`src/hdl/sss_scan_pkg.sv`:
```
package sss_scan_pkg;

  // Store geometry.
  localparam int CHANNELS = 512;
  localparam int STATES   = 16;
  localparam int DEPTH    = CHANNELS * STATES;
  localparam int AW       = (DEPTH > 1) ? $clog2(DEPTH) : 1;

  // log2(e) in Q.30, split into two 16-bit halves for the multipliers.
  localparam logic signed [16:0] LOG2E_HI = 17'sd23637;
  localparam logic signed [16:0] LOG2E_LO = 17'sd7573;
  // ln(2) in Q.24.
  localparam logic [23:0] LN2_Q24 = 24'd11629080;

  localparam logic signed [47:0] SAT_MAX48 = 48'sh0000_7FFF_FFFF;
  localparam logic signed [47:0] SAT_MIN48 = -48'sh0000_8000_0000;

  typedef struct packed {
    logic [8:0]         channel;
    logic [3:0]         state_index;
    logic signed [15:0] u_value;
    logic [14:0]        step_size;
    logic signed [15:0] decay_log;
    logic signed [15:0] in_proj;
    logic signed [15:0] out_proj;
    logic               restart;
    logic               last_state;
  } in_word_t;

  typedef struct packed {
    logic [8:0]         out_channel;
    logic signed [31:0] y_value;
  } out_word_t;

  typedef enum logic [3:0] {
    ST_CLEAR, ST_IDLE, ST_LOAD, ST_PROD, ST_Y, ST_EXPA, ST_EXPP,
    ST_EXPM, ST_DECAY, ST_HMUL, ST_HNEW, ST_WB, ST_ACC
  } state_t;

  typedef struct packed {
    state_t          state;
    logic            accept;
    logic            clr_we;
    logic [AW-1:0]   clr_addr;
  } ctrl_t;

  // Fractional powers of two, round(2^(k/16) * 2^16).
  function automatic logic [16:0] pow2_frac(input logic [3:0] k);
    logic [16:0] v;
    case (k)
      4'd0:    v = 17'd65536;
      4'd1:    v = 17'd68438;
      4'd2:    v = 17'd71468;
      4'd3:    v = 17'd74632;
      4'd4:    v = 17'd77936;
      4'd5:    v = 17'd81386;
      4'd6:    v = 17'd84990;
      4'd7:    v = 17'd88752;
      4'd8:    v = 17'd92682;
      4'd9:    v = 17'd96785;
      4'd10:   v = 17'd101070;
      4'd11:   v = 17'd105545;
      4'd12:   v = 17'd110218;
      4'd13:   v = 17'd115098;
      4'd14:   v = 17'd120194;
      4'd15:   v = 17'd125515;
      default: v = 17'd65536;
    endcase
    return v;
  endfunction

  // Saturate to signed 32 bits.
  function automatic logic signed [31:0] sat32(input logic signed [47:0] v);
    logic signed [31:0] r;
    if (v > SAT_MAX48) begin
      r = 32'sh7FFF_FFFF;
    end else if (v < SAT_MIN48) begin
      r = -32'sh8000_0000;
    end else begin
      r = v[31:0];
    end
    return r;
  endfunction

endpackage

```
`src/hdl/sss_scan_ctrl.sv`:
```
module sss_scan_ctrl
  import sss_scan_pkg::*;
(
  input  logic  clk,
  input  logic  rst_n,
  input  logic  in_valid,
  input  logic  out_blocked,
  output ctrl_t ctrl
);

  state_t        state_r, state_nxt;
  logic [AW-1:0] clr_addr_r, clr_addr_nxt;

  // Next state.
  always_comb begin
    state_nxt    = state_r;
    clr_addr_nxt = clr_addr_r;
    case (state_r)
      ST_CLEAR: begin
        clr_addr_nxt = clr_addr_r + AW'(1);
        if (clr_addr_r == AW'(DEPTH - 1)) begin
          state_nxt = ST_IDLE;
        end
      end
      ST_IDLE:  if (in_valid) state_nxt = ST_LOAD;
      ST_LOAD:  state_nxt = ST_PROD;
      ST_PROD:  state_nxt = ST_Y;
      ST_Y:     state_nxt = ST_EXPA;
      ST_EXPA:  state_nxt = ST_EXPP;
      ST_EXPP:  state_nxt = ST_EXPM;
      ST_EXPM:  state_nxt = ST_DECAY;
      ST_DECAY: state_nxt = ST_HMUL;
      ST_HMUL:  state_nxt = ST_HNEW;
      ST_HNEW:  state_nxt = ST_WB;
      ST_WB:    state_nxt = ST_ACC;
      ST_ACC:   if (!out_blocked) state_nxt = ST_IDLE;
      default:  state_nxt = ST_IDLE;
    endcase
  end

  // Outputs.
  always_comb begin
    ctrl.state    = state_r;
    ctrl.accept   = (state_r == ST_IDLE) && in_valid;
    ctrl.clr_we   = (state_r == ST_CLEAR);
    ctrl.clr_addr = clr_addr_r;
  end

  always_ff @(posedge clk) begin
    if (!rst_n) begin
      state_r    <= ST_CLEAR;
      clr_addr_r <= '0;
    end else begin
      state_r    <= state_nxt;
      clr_addr_r <= clr_addr_nxt;
    end
  end

endmodule

```
`config.mk`:
```
export PLATFORM = sky130hd
export DESIGN_NAME = sss_scan_ctrl
export DESIGN_NICKNAME = d
export VERILOG_FILES = /design/src/hdl/sss_scan_pkg.sv /design/src/hdl/sss_scan_ctrl.sv
export SDC_FILE = /design/constraint.sdc
export NUM_CORES = 1
export LEC_CHECK = 0
export BUFFER_PORTS_ARGS = -buffer_cell sky130_fd_sc_hd__buf_2
export CORE_ASPECT_RATIO = 1.5
export CORE_UTILIZATION = 40
export CTS_CLUSTER_DIAMETER = 30
export DETAILED_ROUTE_END_ITERATION = 6
export PLACE_DENSITY_LB_ADDON = 0.08
export SLEW_MARGIN = 20
export SYNTH_ARGS = -nofsm -noshare
export SYNTH_HDL_FRONTEND = slang
export SYNTH_SLANG_ARGS = --single-unit
```
`constraint.sdc`:
```
create_clock -name clk -period 5.91 [get_ports clk]
set_input_delay 1.182 -clock clk [delete_from_list [all_inputs] [get_ports clk]]
set_output_delay 1.182 -clock clk [all_outputs]
set_load 0.01 [all_outputs]
```
==> impl_metrics.toml, run 1 <==
[flow_run]
drv_cap = 0

[layout]
postLayoutCoreUtil = 0.486
drive_gt1_frac = 0.197
antenna_cells = 0
areaGrowthSynthToFinish_pct = 14.0
fin_area_um2 = 1100
layout.nets = 148

[sta]
fin_ws_ns = 2.78
fin_hold_ws_ns = 0.517
max_slew_margin = 0.630
slew_viol_final = 0
period_minus_slack_ns = 3.13
tns_ns = 0
finalSetupViolCount = 0
fin_crit_sh = 0.530
rsz0062_at_grt = "no"
max_freq_ghz = 0.319
fin_skew_ns = 0.00820
worstMarginPinSlew_ns = 0.550
hold_viol_final = 0

[logic_synthesis]
yosys-top-cells-area = "dfxtp_1 (35%), ha_1 (7.8%), xnor2_1 (7.3%), nor2_1 (5.5%), nand4_1 (3.9%)"
seq_area_frac_synth = 0.354
syn-num-nets = 126
synth_cells = 116
synth_edf_count = 0
avgSynthCellArea_um2 = 8.29
yosysWarnings = 0
ys_types = 33
synth_top_area_share = 0.354
ys_ff_latch = 17
yosysMostFrequentCell = "dfxtp_1"
ys_top_cells_by_count = "dfxtp_1 (17), nor2_1 (14), nand2_1 (9), xnor2_1 (8), a21oi_1 (7)"
synth_area_um2 = 962
yosys.area.top_type = "dfxtp_1"
synth_ff_type = "dfxtp_1"
async_reset_ff_frac = 0

[floorplan]
core-area_um2 = 2260
initial_core_util = 0.426
rows = 21
dieHeight_um = 62.1
io_pins = 23
die_x_um = 42.0
die_area_um2 = 2610

[clocking]
cts_tree = "done"
cts.sinks = 17
cts_max_level = 1
cts_setup_buffers = 0
numCtsBuffers = 3
cts_buffer_depth = 2
cts_resized = 0
root_buffer = "clkbuf_4"
clkTransAtPathRegs_ns = 0.10
cts-hold-fix-buffers = 0
worstSkewPairLatency_ns = 0.28

[routing]
first_iter_violations = 20
routed_wl_um = 2020
viasPerCell = 5.45
drc = 0
wl_per_cell_um = 12.6
postRouteAntennaNets = 0
drtPass1Iterations = 4
route.vias.total = 872

[critical_path]
rrSetupSlack_ns = 3.73
worstPathMaxFanout = 10
required_ns = 4.73
crit_arrival_ns = 1.95
start_kind = "flop"
crit_type = "reg2out"
crit_path_end_kind = "primary output"

[power]
leakagePower_nw = 0.455
vdd_drop_max_mv = 0.103
powerDensity_nw_per_um2 = 174

[global_route]
grt_usage = 0.177
grt_pass1_vias = 825
grt_max_degree = 14
antenna_found_initial = 0
overflow = 0
grt_pass1_wl_um = 3550

[place]
placed_area_um2 = 1070
port-buffer-count = 22
gp_congestion = 0.763
dpl_worst_slack_ns = 3.08
hpwl_um = 1560

[status]
status = "completed"

[hold_path]
hp-class = "reg2reg"
[path summary, 6_finish.rpt]
kind | start | to | depth (start not counted)
setup / recovery | state_r[2]$_SDFFE_PN0P_ | ctrl[13] | 5
hold / removal | clr_addr_r[1]$_SDFFE_PN0N_ | clr_addr_r[1]$_SDFFE_PN0N_ | 2
setup reg to reg | state_r[2]$_SDFFE_PN0P_ | state_r[3]$_SDFFE_PN0P_ | 7
hold reg to reg | clr_addr_r[1]$_SDFFE_PN0N_ | clr_addr_r[1]$_SDFFE_PN0N_ | 2
[layer usage]
metal / GRT usage / up-vias / share of wire / wire, um
met5: 0 / - / 0 / 0
met4: 0.0670 / 0 / 0.010 / 21
met3: 0.0289 / 2 / 0.025 / 50
met2: 0.359 / 17 / 0.57 / 1140
met1: 0.183 / 402 / 0.40 / 805
li1: - / 451 / - / -
[kinds of logic (layout without fill, tap and decap cells)]
kind of cell    count (synthesis)  after routing  synth area share
buf+inv                        11             32            0.0546
compound gates                 23             23             0.148
flops                          17             17             0.354
fa+ha+maj                       6              6            0.0780
simple gates                   49             49             0.273
xor+xnor                        9              9            0.0819
mux                             1              1            0.0104
[through the flow]
step / cells / total power, mW
3_5_place_dp: 156 / 0.131
5_1_grt: 160 / 0.204
3_3_place_gp: 156 / 0.131
4_1_cts: 160 / 0.195
2_1_floorplan: 116 / 0.127
6_report: 160 / 0.191
[layout by cell type, fill, tap and decap left out, types with 2 or more instances in the layout]
master	instances
a21oi_1	7
a31o_1	2
a31oi_1	3
buf_2	22
clkbuf_4	3
dfxtp_1	17
ha_1	6
inv_1	5
nand2_1	9
nand3_1	4
nand4_1	6
nor2_1	14
nor3_1	5
nor4_1	2
o21ai_0	5
o31ai_1	3
xnor2_1	8
[sequential cells by signal (all words and copies together), names as in the netlist]
name        cells
state_r         4
clr_addr_r     13
[layout make-up]
cell class	instances	area (um2)
fillers	239	1160
multi-input cells	88	569
flip-flops and latches	17	340
repair buffers	22	110
well taps	23	28.8
clock buffers	4	26.3
inverters	6	22.5
[report_power, final]
part / internal (mW) / switching (mW)
clock: 0.0262 / 0.0360
combinational: 0.00423 / 0.00563
sequential: 0.116 / 0.00240
total: 0.147 / 0.0440
[worst max-delay path: stages (launching register included)]
cell     delay, ns
dfxtp_1       0.38
inv_1         0.10
ha_1          0.31
or3b_1        0.56
inv_2         0.17
buf_2         0.15
(Power assumes the default switching activity.)
==> inputs of run 2 (changes only) <==
--- a/config.mk
+++ b/config.mk
@@ -5,6 +5,7 @@
 export SDC_FILE = /design/constraint.sdc
 export NUM_CORES = 1
 export LEC_CHECK = 0
+export ABC_AREA = 1
 export BUFFER_PORTS_ARGS = -buffer_cell sky130_fd_sc_hd__buf_2
 export CORE_ASPECT_RATIO = 1.5
 export CORE_UTILIZATION = 40
==> constraint.sdc (replaced) <==
create_clock -name clk -period 3 [get_ports clk]
set_input_delay 0.6 -clock clk [delete_from_list [all_inputs] [get_ports clk]]
set_output_delay 0.6 -clock clk [all_outputs]
set_load 0.01 [all_outputs]
==> impl_metrics.toml, run 2 <==
[routing]
drtPass1Iterations = 4
viasPerCell = 4.92
route.vias.total = 954
drc = 0
wl_per_cell_um = 10.7
first_iter_violations = 21
postRouteAntennaNets = 0
routed_wl_um = 2080

[hold_path]
min_from = "clr_addr_r[6]$_SDFFE_PN0N_"
hp-class = "reg2reg"

[global_route]
grt_max_degree = 14
antenna_found_initial = 0
grt_use_met1 = 0.168
use_met3 = 0.0172
use_met2 = 0.302
busiest_layer = "met2"
grt_pass1_wl_um = 3460
grt_pass1_vias = 830
overflow = 0
grt_usage = 0.162

[logic_synthesis]
yosys.area_share.simple = 0.388
synth_xor_area_frac = 0.0173
ys_top_cells_by_count = "nand2_1 (28), nor2_1 (24), inv_1 (18), dfxtp_1 (17), nand3_1 (11)"
synth_top_family_by_area = "simple AND/OR/NAND/NOR gates"
yosys-top-cells-area = "dfxtp_1 (34%), nand2_1 (10%), nor2_1 (8.9%), ha_1 (7.4%), inv_1 (6.7%)"
synth_edf_count = 0
avgSynthCellArea_um2 = 6.95
seq_area_frac_synth = 0.335
ys_types = 23
ys_ff_latch = 17
yosys.area.top_type = "dfxtp_1"
synthMuxAreaShare = 0
synthAdderAreaFrac = 0.0740
syn-num-nets = 156
synth_compound_area_frac = 0.0986
yosysMostFrequentCell = "nand2_1"
synth_ff_type = "dfxtp_1"
synth_top_area_share = 0.335
async_reset_ff_frac = 0
yosysWarnings = 0
synth_area_um2 = 1010
synth_cells = 146

[critical_path]
required_ns = 2.40
critical-path-max-stage-delay_ns = 0.42
crit_path_end_kind = "primary output"
worstSetupStartpoint = "state_r[2]$_SDFFE_PN0P_"
worstPathMaxFanout = 6
start_kind = "flop"
crit_type = "reg2out"
reg2reg_from = "state_r[2]$_SDFFE_PN0P_"
critical-path-top-delay-family = "flip-flops"
crit_arrival_ns = 1.48
crit_slowest_cell = "dfxtp_1"
critPathBufInv = 3
critical_path.cell_chain = "inv_1, ha_1, nand2_4, inv_2, buf_2"

[floorplan]
initial_core_util = 0.419
die_area_um2 = 2750
dieHeight_um = 63.7
core-area_um2 = 2420
rows = 22
die_x_um = 43.1
io_pins = 23

[place]
hpwl_um = 1700
port-buffer-count = 22
gp_congestion = 0.807

[layout]
antenna_cells = 0
areaGrowthSynthToFinish_pct = 15.2
layout.nets = 181
largest_register_ffs = 13
most-common-layout-cells = "nand2_1 (28), nor2_1 (24), buf_2 (22)"
layout_commonest_cell = "nand2_1"
regMostFlops = "clr_addr_r"
drive_gt1_frac = 0.218
postLayoutCoreUtil = 0.482
top_regs = "clr_addr_r x13, state_r x4"

[clocking]
cts_max_level = 1
cts_tree = "done"
cts_resized = 0
cts-hold-fix-buffers = 0
numCtsBuffers = 3
worstSkewPairLatency_ns = 0.29
cts.sinks = 17
cts_buffer_depth = 2
root_buffer = "clkbuf_4"
cts_setup_buffers = 0
clkTransAtPathRegs_ns = 0.10

[sta]
rsz0062_at_grt = "no"
finalSetupViolCount = 0
fin_crit_sh = 0.693
tns_ns = 0
period_minus_slack_ns = 2.08
fin_skew_ns = 0.00827
slew_viol_final = 0
max_slew_margin = 0.814
max_freq_ghz = 0.481
worstMarginPinSlew_ns = 0.277
hold_viol_final = 0

[power]
leakagePower_nw = 0.538
powerDensity_nw_per_um2 = 763
totalPowerFinal_mw = 0.892
vdd_drop_max_mv = 0.321

[status]
status = "completed"

[flow_run]
drv_cap = 0
## run 2: cell types whose count changed in the layout (fill, tap and decap cells not counted), sizes merged, moves of 5 or more
| cell | change |
|---|---|
| nand3 | +7 |
| inv | +14 |
| nor2 | +15 |
| nand2 | +23 |
| xnor2 | -7 |
| nand4 | -5 |
## run 2: tightest hold or removal path, delay by kind of cell, from the launching register on
family | cells | cell delay (ns)
buf+inv | 1 | 0.05
compound gates | 1 | 0.05
flops | 1 | 0.33
## run 2: layer usage
metal,up-vias,wire (um)
met1,426,804
li1,508,-
met2,15,1180
met4,0,41
met5,-,0
met3,5,49
## run 2: cell families (layout without fill, tap and decap cells)
group | Yosys count | after routing
flip-flops | 17 | 17
AO/OA/AOI/OAI | 19 | 19
buffers and inverters | 22 | 46
AND/OR/NAND/NOR | 80 | 80
adder cells (fa/ha/maj) | 6 | 6
XOR/XNOR | 2 | 2
## run 2: report_power, final
part / total, mW / internal, mW / leakage [nW] / switching [mW]
combinational: 0.461 / 0.163 / 0.385 / 0.298
sequential: 0.308 / 0.262 / 0.138 / 0.0460
clock: 0.123 / 0.0517 / 0.0150 / 0.0711
total: 0.892 / 0.476 / 0.538 / 0.415
## run 2: path summary, 6_finish.rpt
path         slack (ns)                          to  depth (start not counted)
max                0.92                    ctrl[13]                          5
min                0.47  clr_addr_r[6]$_SDFFE_PN0N_                          2
max reg2reg        1.45  clr_addr_r[5]$_SDFFE_PN0N_                          7
min reg2reg        0.47  clr_addr_r[6]$_SDFFE_PN0N_                          2
## run 2: final cells by class
cell class	instances	area [um2]
tap	24	30.0
fill	284	1250
inverter	20	75.1
multi-input combinational	107	587
clock buffer	4	26.3
timing repair buffer	22	110
sequential	17	340
## run 2: through the flow
stage / hold WS [ns] / setup WS, ns / std cells / area [um2]
final: 0.467 / 0.920 / 194 / 1170
after global routing: 0.514 / 0.825 / 194 / 1170
after CTS: 0.472 / 0.907 / 194 / 1170
after detailed placement: 0.454 / 1.22 / 190 / 1140
after global placement: 0.445 / 1.29 / 190 / 1140
after floorplan: 0.479 / 1.39 / 146 / 1010
